**config.mk**
```make
export PLATFORM = sky130hd
export DESIGN_NAME = ordered_array_list
export DESIGN_NICKNAME = d
export VERILOG_FILES = /design/src/olist_pkg.sv /design/src/ordered_array_list.sv /design/src/olist_mem.sv /design/src/olist_ctrl.sv
export SDC_FILE = /design/constraint.sdc
export NUM_CORES = 1
export LEC_CHECK = 0
export ABC_AREA = 1
export CORE_MARGIN = 1
export CORE_UTILIZATION = 40
export CTS_CLUSTER_DIAMETER = 150
export DETAILED_ROUTE_END_ITERATION = 7
export DONT_BUFFER_PORTS = 1
export GPL_ROUTABILITY_DRIVEN = 0
export PLACE_DENSITY = 0.63
export SYNTH_ARGS = -nofsm -noshare
export SYNTH_HDL_FRONTEND = slang
export SYNTH_SLANG_ARGS = --single-unit
```
**constraint.sdc**
```tcl
create_clock -name clk -period 5.8 [get_ports clk]
set_input_delay 1.45 -clock clk [delete_from_list [all_inputs] [get_ports clk]]
set_output_delay 1.45 -clock clk [all_outputs]
set_load 0.05 [all_outputs]
```
**src/olist_pkg.sv**
```systemverilog
// Shared types and constants for the ordered array list.
package olist_pkg;

  localparam int DATA_W = 32;

  // Configuration register index, taken from paddr[2]
  localparam logic REG_MAX_ENTRIES = 1'b0;
  localparam logic [4:0] MAX_ENTRIES_RST = 5'd16;

  typedef enum logic [2:0] {
    OP_INSERT = 3'd0,
    OP_APPEND = 3'd1,
    OP_REMOVE = 3'd2,
    OP_SEARCH = 3'd3,
    OP_DUMP   = 3'd4
  } op_t;

  typedef enum logic [1:0] {
    ST_OK    = 2'd0,
    ST_FULL  = 2'd1,
    ST_EMPTY = 2'd2,
    ST_RANGE = 2'd3
  } status_t;

  typedef enum logic [3:0] {
    S_IDLE,
    S_CHECK,
    S_SHIFT_RD,
    S_SHIFT_WR,
    S_WRITE,
    S_EMIT,
    S_SCAN_RD,
    S_SCAN_CMP,
    S_SCAN_END
  } olist_state_t;

  typedef struct packed {
    status_t            status;
    logic               reported;
    logic [3:0]         entry_index;
    logic [DATA_W-1:0]  entry_value;
    logic [4:0]         count;
    logic               last;
  } result_t;

endpackage

```
**src/ordered_array_list.sv**
```systemverilog
// Top level of the ordered array list: ports, configuration register, result register.
//
// Slave stream (s_*) takes one item per operation: s_tuser carries the op code,
// s_tdata the position and value. Master stream (m_*) gives the results; m_tlast
// marks the final result of an item and m_tuser flags results that carry an
// index and entry.
// Results: one for insert, append, remove and unknown op codes; one per match for
// search and one per entry for dump, or a single non-reporting result when there
// is nothing to report.
// Timing: s_tready is high only while the sequencer is idle. Every entry access
// goes through the single registered read port of the entry store, so each moved
// or scanned entry takes a read state and then a write or compare state.
// The next item can be taken in the cycle after the final result is placed.
// A result waits in the output register; the sequencer keeps working until it
// needs to place the next result and m_tready is still low, then it holds.
// Reset empties the list, sets max_entries to 16 and clears m_tvalid, not the result data;
// the store itself is not cleared, entries above the count are never read.
module ordered_array_list #(
  parameter int CAPACITY = 16
) (
  input  logic        clk,
  input  logic        rst,
  // s_tdata: position[4:0], value[36:5], zero pad[39:37]
  input  logic        s_tvalid,
  output logic        s_tready,
  input  logic [39:0] s_tdata,
  // s_tuser: op[2:0]
  input  logic [2:0]  s_tuser,
  // m_tdata: status[1:0], entry_index[5:2], entry_value[37:6], count[42:38], zero pad[47:43]
  output logic        m_tvalid,
  input  logic        m_tready,
  output logic [47:0] m_tdata,
  // m_tuser: reported[0]
  output logic        m_tuser,
  output logic        m_tlast,
  input  logic        psel,
  input  logic        penable,
  input  logic        pwrite,
  input  logic [2:0]  paddr,
  input  logic [31:0] pwdata,
  output logic [31:0] prdata,
  output logic        pready
);
  import olist_pkg::*;

  localparam int AW = (CAPACITY > 1) ? $clog2(CAPACITY) : 1;

  logic [4:0]        max_entries;
  logic              mem_we, mem_re, push, out_free;
  logic [AW-1:0]     mem_waddr, mem_raddr;
  logic [DATA_W-1:0] mem_wdata, mem_rdata;
  result_t           res, out_res;

  assign pready = 1'b1;
  assign prdata = (paddr[2] == REG_MAX_ENTRIES) ? 32'(max_entries) : '0;

  always_ff @(posedge clk) begin
    if (rst) begin
      max_entries <= MAX_ENTRIES_RST;
    end else if (psel && penable && pwrite && pready && (paddr[2] == REG_MAX_ENTRIES)) begin
      max_entries <= pwdata[4:0];
    end
  end

  olist_mem #(
    .DEPTH (CAPACITY)
  ) u_mem (
    .clk   (clk),
    .we    (mem_we),
    .waddr (mem_waddr),
    .wdata (mem_wdata),
    .re    (mem_re),
    .raddr (mem_raddr),
    .rdata (mem_rdata)
  );

  olist_ctrl #(
    .CAPACITY (CAPACITY)
  ) u_ctrl (
    .clk         (clk),
    .rst         (rst),
    .in_valid    (s_tvalid),
    .in_ready    (s_tready),
    .in_op       (s_tuser),
    .in_pos      (s_tdata[4:0]),
    .in_val      (s_tdata[36:5]),
    .max_entries (max_entries),
    .mem_we      (mem_we),
    .mem_waddr   (mem_waddr),
    .mem_wdata   (mem_wdata),
    .mem_re      (mem_re),
    .mem_raddr   (mem_raddr),
    .mem_rdata   (mem_rdata),
    .out_free    (out_free),
    .push        (push),
    .res         (res)
  );

  // output register: refill as the held result is taken
  assign out_free = !m_tvalid || m_tready;

  always_ff @(posedge clk) begin
    if (rst) begin
      m_tvalid <= 1'b0;
    end else if (push) begin
      m_tvalid <= 1'b1;
    end else if (m_tready) begin
      m_tvalid <= 1'b0;
    end
  end

  always_ff @(posedge clk) begin
    if (push) begin
      out_res <= res;
    end
  end

  assign m_tdata = {5'b0, out_res.count, out_res.entry_value, out_res.entry_index,
                    out_res.status};
  assign m_tuser = out_res.reported;
  assign m_tlast = out_res.last;

endmodule

```
**src/olist_mem.sv**
```systemverilog
// Entry store: one write port and one read port with registered read data.
module olist_mem #(
  parameter int DEPTH = 16
) (
  input  logic                                     clk,
  input  logic                                     we,
  input  logic [((DEPTH > 1) ? $clog2(DEPTH) : 1)-1:0] waddr,
  input  logic [olist_pkg::DATA_W-1:0]              wdata,
  input  logic                                     re,
  input  logic [((DEPTH > 1) ? $clog2(DEPTH) : 1)-1:0] raddr,
  output logic [olist_pkg::DATA_W-1:0]              rdata
);
  import olist_pkg::*;

  logic [DATA_W-1:0] mem [DEPTH];

  always_ff @(posedge clk) begin
    if (we) begin
      mem[waddr] <= wdata;
    end
    if (re) begin
      rdata <= mem[raddr];
    end
  end

endmodule

```
**src/olist_ctrl.sv**
```systemverilog
// Sequencer: checks each operation, walks the store one entry at a time.
module olist_ctrl #(
  parameter int CAPACITY = 16
) (
  input  logic                                     clk,
  input  logic                                     rst,
  input  logic                                     in_valid,
  output logic                                     in_ready,
  input  logic [2:0]                               in_op,
  input  logic [4:0]                               in_pos,
  input  logic [olist_pkg::DATA_W-1:0]              in_val,
  input  logic [4:0]                               max_entries,
  output logic                                     mem_we,
  output logic [((CAPACITY > 1) ? $clog2(CAPACITY) : 1)-1:0] mem_waddr,
  output logic [olist_pkg::DATA_W-1:0]              mem_wdata,
  output logic                                     mem_re,
  output logic [((CAPACITY > 1) ? $clog2(CAPACITY) : 1)-1:0] mem_raddr,
  input  logic [olist_pkg::DATA_W-1:0]              mem_rdata,
  input  logic                                     out_free,
  output logic                                     push,
  output olist_pkg::result_t                       res
);
  import olist_pkg::*;

  localparam int AW = (CAPACITY > 1) ? $clog2(CAPACITY) : 1;
  localparam int CW = $clog2(CAPACITY + 1);
  localparam int NW = (CW > 5) ? CW : 5;

  olist_state_t      state, state_next;
  op_t               op;
  logic [4:0]        pos;
  logic [DATA_W-1:0] val;
  logic [AW-1:0]     idx, idx_next;
  logic [CW-1:0]     fill, fill_next;
  status_t           status, status_next;
  logic              pend_valid, pend_valid_next;
  logic [3:0]        pend_idx, pend_idx_next;
  logic [DATA_W-1:0] pend_val, pend_val_next;

  logic [NW-1:0] fill_n, pos_n, idx_n, cap_n, eff_cap;
  logic          full, idx_last, match, go;

  assign fill_n   = NW'(fill);
  assign pos_n    = NW'(pos);
  assign idx_n    = NW'(idx);
  assign cap_n    = NW'(max_entries);
  assign eff_cap  = (cap_n < NW'(CAPACITY)) ? cap_n : NW'(CAPACITY);
  assign full     = (fill_n >= eff_cap);
  assign idx_last = ((idx_n + NW'(1)) == fill_n);
  // the one comparator, shared by every search scan step
  assign match    = (mem_rdata == val);

  always_ff @(posedge clk) begin
    if (rst) begin
      state      <= S_IDLE;
      fill       <= '0;
      pend_valid <= 1'b0;
    end else begin
      state      <= state_next;
      fill       <= fill_next;
      pend_valid <= pend_valid_next;
    end
  end

  always_ff @(posedge clk) begin
    if (in_valid && in_ready) begin
      op  <= op_t'(in_op);
      pos <= in_pos;
      val <= in_val;
    end
    idx      <= idx_next;
    status   <= status_next;
    pend_idx <= pend_idx_next;
    pend_val <= pend_val_next;
  end

  always_comb begin
    state_next      = state;
    idx_next        = idx;
    fill_next       = fill;
    status_next     = status;
    pend_valid_next = pend_valid;
    pend_idx_next   = pend_idx;
    pend_val_next   = pend_val;
    in_ready        = 1'b0;
    mem_we          = 1'b0;
    mem_waddr       = idx;
    mem_wdata       = mem_rdata;
    mem_re          = 1'b0;
    mem_raddr       = idx;
    push            = 1'b0;
    go              = 1'b0;
    res             = '0;
    res.count       = fill_n[4:0];
    res.last        = 1'b1;

    unique case (state)
      S_IDLE: begin
        in_ready = 1'b1;
        if (in_valid) begin
          status_next     = ST_OK;
          pend_valid_next = 1'b0;
          state_next      = S_CHECK;
        end
      end

      S_CHECK: begin
        unique case (op)
          OP_INSERT: begin
            if (full) begin
              status_next = ST_FULL;
              state_next  = S_EMIT;
            end else if (pos_n > fill_n) begin
              status_next = ST_RANGE;
              state_next  = S_EMIT;
            end else begin
              idx_next   = AW'(fill);
              state_next = (fill_n > pos_n) ? S_SHIFT_RD : S_WRITE;
            end
          end
          OP_APPEND: begin
            if (full) begin
              status_next = ST_FULL;
              state_next  = S_EMIT;
            end else begin
              idx_next   = AW'(fill);
              state_next = S_WRITE;
            end
          end
          OP_REMOVE: begin
            if (fill == '0) begin
              status_next = ST_EMPTY;
              state_next  = S_EMIT;
            end else if (pos_n >= fill_n) begin
              status_next = ST_RANGE;
              state_next  = S_EMIT;
            end else if ((pos_n + NW'(1)) < fill_n) begin
              idx_next   = AW'(pos);
              state_next = S_SHIFT_RD;
            end else begin
              // removing the tail entry: nothing to move
              fill_next  = fill - CW'(1);
              state_next = S_EMIT;
            end
          end
          OP_SEARCH, OP_DUMP: begin
            if (fill == '0) begin
              state_next = S_EMIT;
            end else begin
              idx_next   = '0;
              state_next = S_SCAN_RD;
            end
          end
          default: begin
            state_next = S_EMIT;
          end
        endcase
      end

      S_SHIFT_RD: begin
        mem_re     = 1'b1;
        mem_raddr  = (op == OP_INSERT) ? (idx - AW'(1)) : (idx + AW'(1));
        state_next = S_SHIFT_WR;
      end

      S_SHIFT_WR: begin
        mem_we = 1'b1;
        if (op == OP_INSERT) begin
          idx_next   = idx - AW'(1);
          state_next = ((idx_n - NW'(1)) == pos_n) ? S_WRITE : S_SHIFT_RD;
        end else if ((idx_n + NW'(2)) == fill_n) begin
          fill_next  = fill - CW'(1);
          state_next = S_EMIT;
        end else begin
          idx_next   = idx + AW'(1);
          state_next = S_SHIFT_RD;
        end
      end

      S_WRITE: begin
        mem_we     = 1'b1;
        mem_wdata  = val;
        fill_next  = fill + CW'(1);
        state_next = S_EMIT;
      end

      S_EMIT: begin
        res.status = status;
        if (out_free) begin
          push       = 1'b1;
          state_next = S_IDLE;
        end
      end

      S_SCAN_RD: begin
        mem_re     = 1'b1;
        state_next = S_SCAN_CMP;
      end

      S_SCAN_CMP: begin
        if (op == OP_DUMP) begin
          res.reported    = 1'b1;
          res.entry_index = idx_n[3:0];
          res.entry_value = mem_rdata;
          res.last        = idx_last;
          push            = out_free;
          go              = out_free;
        end else begin
          // hold each match back until the next one shows whether it is the final one
          res.reported    = 1'b1;
          res.entry_index = pend_idx;
          res.entry_value = pend_val;
          res.last        = 1'b0;
          go              = !(match && pend_valid) || out_free;
          push            = match && pend_valid && out_free;
          if (match && go) begin
            pend_valid_next = 1'b1;
            pend_idx_next   = idx_n[3:0];
            pend_val_next   = mem_rdata;
          end
        end
        if (go) begin
          if (idx_last) begin
            state_next = (op == OP_DUMP) ? S_IDLE : S_SCAN_END;
          end else begin
            idx_next   = idx + AW'(1);
            state_next = S_SCAN_RD;
          end
        end
      end

      S_SCAN_END: begin
        if (pend_valid) begin
          res.reported    = 1'b1;
          res.entry_index = pend_idx;
          res.entry_value = pend_val;
        end
        if (out_free) begin
          push       = 1'b1;
          state_next = S_IDLE;
        end
      end

      default: begin
        state_next = S_IDLE;
      end
    endcase
  end

endmodule

```
Word level (Yosys, flattened, before mapping). Memories as Yosys holds them, arrays and structs flattened. A register that Yosys moved wholly into a read port is not among the register bits. Cells that the tools add are included.

Memories: 1. Bits in read-only memories: 0. Bits in registers: 143. Bits in latches: 0. Input port bits: 85. RAM bits: 512.

Reduce and logical (&&, ||, !) cells: 29. Magnitude comparators: 6. Divide/modulo/power cells: 0. Shift-type cells: 0. Multipliers: 0. Bitwise operators: 2. Equality and inequality tests: 41. Add/subtract/negate cells: 8. Mux-type cells: 71.

Memories: u_mem.mem (words 16, bits a word 32, read ports 1, clocked after Yosys merged registers in 1, wr ports 1, RTL line olist_mem.sv:15) `logic [DATA_W-1:0] mem [DEPTH];`.

Operators with widths (number): 4-bit two-way mux (23); 37-bit case mux with 2 select lines (1); 5-bit two-way mux (8); 37-bit two-way mux (1); 36-bit two-way mux (1); 32-bit equality test (1); 32-bit two-way mux (1); 4-bit case mux with 4 select lines (2); 4-bit case mux with 8 select lines (1); 3-bit inequality test (second input constant) (6); 4-bit by 3-bit equality test with 1-bit output (second input constant) (4); 1-bit two-way mux (16); 2-bit inequality test (second input constant) (8); 5-bit equality test (3); 5-bit case mux with 3 select lines (1); 2-bit two-way mux (7); 3-bit two-way mux (4); 4-bit case mux with 3 select lines (1); 12-bit AND reduction (1); 5-bit by 1-bit adder with 5-bit output (second input constant) (2); 5-bit >= comparator (2); 5-bit > comparator (2); 3-bit by 2-bit inequality test with 1-bit output (second input constant) (3); 4-bit by 2-bit equality test with 1-bit output (second input constant) (2); 34 further kinds (56).

Logic depth before layout (Yosys ltp).
Depth after elaboration: 8. Depth in mapped cells: 17. Mapped depth without buffers: 16.

By module. Synthesis repeated with hierarchy kept, for this count alone.

Cells, all modules: 2950. Area, all modules: 30729.5 um^2.

Modules (own cells, without submodules): olist_mem (instances 1, area each 23064.6 um^2, cells each 2120, seq. area each 16335.7 um^2); olist_ctrl (instances 1, area each 5748.0 um^2, cells each 699, seq. area each 2662.6 um^2); ordered_array_list (instances 1, area each 1916.8 um^2, cells each 131, seq. area each 1471.4 um^2).

Least setup slack after synthesis. Ideal clock, no wire load.

Path type: input to register. Start: input port m_tready. End: register out_res (netlist bit m_tdata[0]), enable pin. Slack: 1.617 ns. Data required time: 5.337 ns. Arrival time: 3.721 ns. Buffers on the path: 0. Stages: 2. Path through: nor2_1 a21oi_1.

Longest elaborated chain between the ends: 4.

Ends and longest elaborated chain: start, declared (RTL line ordered_array_list.sv:31) `input logic m_tready,`; 1-bit logical OR * (RTL line ordered_array_list.sv:100) `assign out_free = !m_tvalid || m_tready;`; 1-bit logical AND (RTL line olist_ctrl.sv:215) `push = match && pend_valid && out_free;`; 1-bit two-way mux (RTL line olist_ctrl.sv:201) `if (op == OP_DUMP) begin`; 1-bit case mux with 2 select lines * (RTL line olist_ctrl.sv:97) `unique case (state)`; via push (RTL line ordered_array_list.sv:49) `logic mem_we, mem_re, push, out_free;`; end signal, assigned (RTL line ordered_array_list.sv:114) `out_res <= res;`; end, declared (RTL line ordered_array_list.sv:52) `result_t res, out_res;`.

Mark *: on every way through the listed nets, which the timed path passes. The rest lies on a longest branch. A chain may end at the register's enable or synchronous reset.

Final worst setup path.
Start: input port paddr[2]. End: output port prdata[1].

Longest elaborated chain between the ends: 1.

Ends and longest elaborated chain: start, declared (RTL line ordered_array_list.sv:39) `input logic [2:0] paddr,`; 5-bit two-way mux (RTL line ordered_array_list.sv:55) `assign prdata = (paddr[2] == REG_MAX_ENTRIES) ? 32'(max_entries) : '0;`; end, declared (RTL line ordered_array_list.sv:41) `output logic [31:0] prdata,`.

Every way passes these cells.

==> flow_results.org <==
** Outcome
- The run finished with clean final reports.

** Pwr
- Power spent charging and discharging nets :: a little under 0.007 W
- Across the VDD grid, the largest voltage drop is about 520 µV.
- Total power divided by cell area :: 557 nW/µm²
- In this run, flip-flops and latches consume about two fifths of the power.
- The analysis attributes to cell leakage a power of 12.1 nW.
- Per report_power, the combinational group accounts for a little over a third of the total.
- Clock group share of total power :: between 20% and 30%
- Net switching is roughly 37% of the power.
- Cell internal power dissipation :: 0.0115 W

** Floorplanning
- Width of the chip :: 273 µm
- After floorplanning, the core was divided into 99 placement rows.
- The die is 273 µm tall.
- Die area :: roughly 75,000 µm²
- Starting Density :: approximately two fifths
- For this design the top-level I/O count stands at 170.
- Core area :: approximately 73,000 µm²

** CTS
- No sink is reached through more buffers than the 3 on the longest clock path.
- In this run the clock root is driven by a sky130_fd_sc_hd__clkbuf_16.
- Number of setup buffers added after CTS :: 0
- CTS tree :: built
- After clock tree synthesis, the flow added hold-fix buffers numbering 0.
- Count of H-tree levels built during CTS :: 3
- After clock tree synthesis, the repair step resized 0 gates.
- At the later pin of the worst-skew pair, clock insertion delay measures roughly 0.63 ns.
- CTS saw approximately 700 sinks.
- Clock transition at path regs :: about 0.06 ns
- Buffers inserted during clock tree synthesis total 71.

** Critical path
- Largest delay share family, worst path :: simple AND/OR/NAND/NOR gates
- Req. time, crit path :: around 4.4 ns
- Top fanout value on the critical path :: 6
- Arrival @ worst endpoint :: between 2 and 2.5 ns
- The worst setup path is of the in2out kind.
- Crit path buf inv count :: 0
- Startpoint type of the worst setup path :: primary input
- Slowest stage cell, crit path :: sky130_fd_sc_hd__nor2_1
- STA classifies the critical path endpoint as a primary output.
- The critical path goes through nor2_1.
- Worst path max stage delay :: 0.71 ns

** Global route
- GRT Overall Usage :: approximately a fifth
- Overflow after GRT :: 0
- Number of antenna violations at the first check in global routing :: 8
- Pin count of the biggest net entering global routing :: ~130
- Via count of the first global-routing pass :: between 15,000 and 20,000
- First-pass GRT wire length :: 106,000 µm

** Synthesis
- Summing every instance area after synthesis gives between 20,000 and 30,000 µm².
- Of all flip-flops after synthesis, the portion carrying an async set or reset was 0%.
- Number of distinct library cells after synthesis :: 35
- Most used flip-flop cell after synthesis :: sky130_fd_sc_hd__edfxtp_1
- Cells after synthesis :: 2,330
- Part of the Yosys area used for sequential elements :: between 60% and 70%
- EDFF count, synth :: 671
- The Yosys step of the flow raised 0 warnings.
- Flip-flop and latch count after synthesis :: 687
- Largest cells by area after synthesis :: sky130_fd_sc_hd__edfxtp_1, sky130_fd_sc_hd__mux2i_1, sky130_fd_sc_hd__nand2_1
- Dominant cell type by area after synthesis :: sky130_fd_sc_hd__edfxtp_1
- The top cell type by area accounts for 68.4% of the synthesized area.
- Synth Area per Inst :: 12.6 µm²

** Routing
- Before antenna repair, the detailed router went through 6 iterations.
- The final layout contains routed wiring with a total length of slightly above 70,000 µm.
- In the routed layout, each cell is associated on average with a via count of ~5.3.
- Dividing the detail-routed wire length by the instance count gives 21.2 µm.
- Routed vias :: 17,900
- DRC viols :: 0
- The detail route stage leaves a number of antenna-violating nets equal to 0.
- In this run, the number of DRC markers left after iteration 0 of detailed routing was roughly 1,600.

** Placed design
- DPL Wire Length :: ~40,000 µm
- Summing all placed instances gives a cell area of 30,600 µm².
- In this run the tool buffered the top-level ports with 0 buffer cells.
- Instance count after placement with tap cells included :: roughly 3,200

** Final layout
- Share of cells above drive strength 1 :: ~7.7%
- The finished cells cover between 30,000 and 40,000 µm².
- Number of standard cells in the layout, taps in and fillers out :: between 3,000 and 4,000
- The area growth from synthesis to layout is 11.9%.
- After the last flow step, the layout net total stands at between 2,000 and 2,500.
- Fraction of the core area covered by cells at the end of the flow :: between 40% and 50%

** Timing
- The final count of hold timing violations came to 0.
- The count of final max-slew check failures was 0.
- In the finished design, the share of the clock period the worst path needs comes to about 62%.
- For the final database, setup skew stands at around 0.035 ns.
- Summed over all failing endpoints, the final setup total negative slack is 0 ns.
- Headroom to the max-slew limit came out at 30.1%.
- Setup repair after global routing left no endpoint under its margin.
- The worst path needs between 3 and 4 ns of the cycle, external delays included.
- For this run, the top clock speed supported by timing is about 0.28 GHz.
- For the pin with the worst max-slew slack, the measured transition is about 1.0 ns.
- Number of setup violations in the final report :: 0

** Flow run
- Max-cap violations in this run came to 0.

** Worst hold path
- The path class of the tightest hold or removal check is reg2reg.
## worst reg2reg max path, stage by stage (launching register included)
cell	delay, ns
sky130_fd_sc_hd__dfxtp_1	0.37
sky130_fd_sc_hd__inv_1	0.07
sky130_fd_sc_hd__nor2_1	0.18
sky130_fd_sc_hd__nand2_2	0.08
sky130_fd_sc_hd__inv_1	0.06
sky130_fd_sc_hd__buf_4	0.42
sky130_fd_sc_hd__nor2_1	0.27
sky130_fd_sc_hd__inv_1	0.15
sky130_fd_sc_hd__nand2_1	0.25
sky130_fd_sc_hd__nor2_4	0.82
sky130_fd_sc_hd__buf_4	0.48
## power by group through the flow
stage          clock network, W  registers, W  logic (W)
4_1_cts                 0.00462       0.00734    0.00646
5_1_grt                 0.00480       0.00739    0.00711
6_report                0.00455       0.00735    0.00647
3_3_place_gp                  0       0.00742    0.00629
3_5_place_dp                  0       0.00744    0.00643
2_1_floorplan                 0       0.00722    0.00482
## synth_stat cells (2+ instances only)
| cell | n |
|---|---|
| sky130_fd_sc_hd__edfxtp_1 | 671 |
| sky130_fd_sc_hd__nand2_1 | 484 |
| sky130_fd_sc_hd__nand3_1 | 261 |
| sky130_fd_sc_hd__mux2i_1 | 224 |
| sky130_fd_sc_hd__inv_1 | 120 |
| sky130_fd_sc_hd__nor2_1 | 118 |
| sky130_fd_sc_hd__a21oi_1 | 58 |
| sky130_fd_sc_hd__o21ai_0 | 58 |
| sky130_fd_sc_hd__clkbuf_1 | 50 |
| sky130_fd_sc_hd__buf_4 | 48 |
| sky130_fd_sc_hd__o211ai_1 | 37 |
| sky130_fd_sc_hd__and2_1 | 32 |
| sky130_fd_sc_hd__buf_2 | 28 |
| sky130_fd_sc_hd__ha_1 | 27 |
| sky130_fd_sc_hd__xnor2_1 | 23 |
| sky130_fd_sc_hd__buf_1 | 17 |
| sky130_fd_sc_hd__dfxtp_1 | 16 |
| sky130_fd_sc_hd__o21ai_1 | 15 |
| sky130_fd_sc_hd__xor2_1 | 13 |
| sky130_fd_sc_hd__nor3_1 | 7 |
| sky130_fd_sc_hd__a31oi_1 | 3 |
| sky130_fd_sc_hd__inv_2 | 3 |
| sky130_fd_sc_hd__nand4_1 | 3 |
| sky130_fd_sc_hd__conb_1 | 2 |
| sky130_fd_sc_hd__o221ai_1 | 2 |
## state kept, by name, indices dropped and copies added (netlist names)
| signal | count |
|---|---|
| u_mem.mem | 512 |
| m_tdata | 43 |
| u_ctrl.pend_val | 32 |
| u_ctrl.val | 32 |
| u_mem.rdata | 32 |
| max_entries | 5 |
| u_ctrl.fill | 5 |
| u_ctrl.pos | 5 |
| u_ctrl.mem_waddr | 4 |
| u_ctrl.pend_idx | 4 |
| u_ctrl.state | 4 |
| u_ctrl.op | 3 |
| u_ctrl.status | 2 |
| m_tlast | 1 |
| m_tuser | 1 |
| m_tvalid | 1 |
| u_ctrl.pend_valid | 1 |
## through the flow
step | total power [W] | setup WS [ns] | hold slack, ns
floorplan | 0.0120 | 1.62 | 0.424
global placement | 0.0137 | 2.23 | 0.472
detailed placement | 0.0139 | 2.20 | 0.471
CTS | 0.0184 | 2.20 | 0.480
global route | 0.0193 | 2.13 | 0.506
finish | 0.0184 | 2.19 | 0.482
## worst paths after layout
check | startpoint | endpoint | slack [ns] | cells after the start
setup / recovery | paddr[2] | prdata[1] | 2.19 | 1
hold / removal | max_entries[2] | max_entries[2] | 0.48 | 2
setup reg to reg | u_ctrl.state[2] | u_mem.mem[10][4] | 2.30 | 10
hold reg to reg | max_entries[2] | max_entries[2] | 0.48 | 2
## cell families (layout without fill, tap and decap cells)
kind of cell / after synthesis / after routing / synth area share, %
xor gates and xnor gates: 37 / 37 / 1.12
DFF: 687 / 687 / 69.5
AOI/OAI and AO/OA: 178 / 178 / 3.42
buffers and inverters: 266 / 298 / 4.12
and+or+nand+nor: 908 / 908 / 13.0
adders and majority gates: 28 / 28 / 1.21
muxes: 224 / 224 / 7.61
other: 2 / 35 / 0.0255
## cell type report
type	instances	area [µm²]
sequential	687	20500
fill	6358	40000
clock buffer	87	1890
multi-input combinational	1408	8100
antenna	2	5.00
tap	959	1200
timing repair buffer	49	405
clock inverter	39	449
inverter	123	464
## cell usage in the layout (no fill, tap or decap), types with 4 or more instances in the layout
cell type and count:
sky130_fd_sc_hd__edfxtp_1 671, sky130_fd_sc_hd__conb_1 33, sky130_fd_sc_hd__nor2_4 14, sky130_fd_sc_hd__xor2_1 13, sky130_fd_sc_hd__o211ai_1 37, sky130_fd_sc_hd__nor2_1 102
sky130_fd_sc_hd__clkinv_2 17, sky130_fd_sc_hd__and2_1 32, sky130_fd_sc_hd__o21ai_1 12, sky130_fd_sc_hd__mux2i_1 224, sky130_fd_sc_hd__nand3_1 261, sky130_fd_sc_hd__ha_1 27
sky130_fd_sc_hd__buf_4 46, sky130_fd_sc_hd__inv_1 118, sky130_fd_sc_hd__nand2_1 483, sky130_fd_sc_hd__bufinv_16 8, sky130_fd_sc_hd__dfxtp_1 16, sky130_fd_sc_hd__a21oi_1 57
sky130_fd_sc_hd__o21ai_0 58, sky130_fd_sc_hd__nor3_2 4, sky130_fd_sc_hd__clkbuf_1 13, sky130_fd_sc_hd__xnor2_1 23, sky130_fd_sc_hd__clkbuf_16 73, sky130_fd_sc_hd__clkinv_1 10
## routing by layer
metal	vias up	wire, µm	part of all wire [%]	global-route usage (%)
li1	8240	-	-	-
met1	8800	30000	42	25.2
met2	694	34300	48	31.4
met3	127	5160	7.3	3.33
met4	12	1630	2.3	6.42
met5	-	66	0.093	0
No activity file was read; power rests on OpenSTA's default activity.
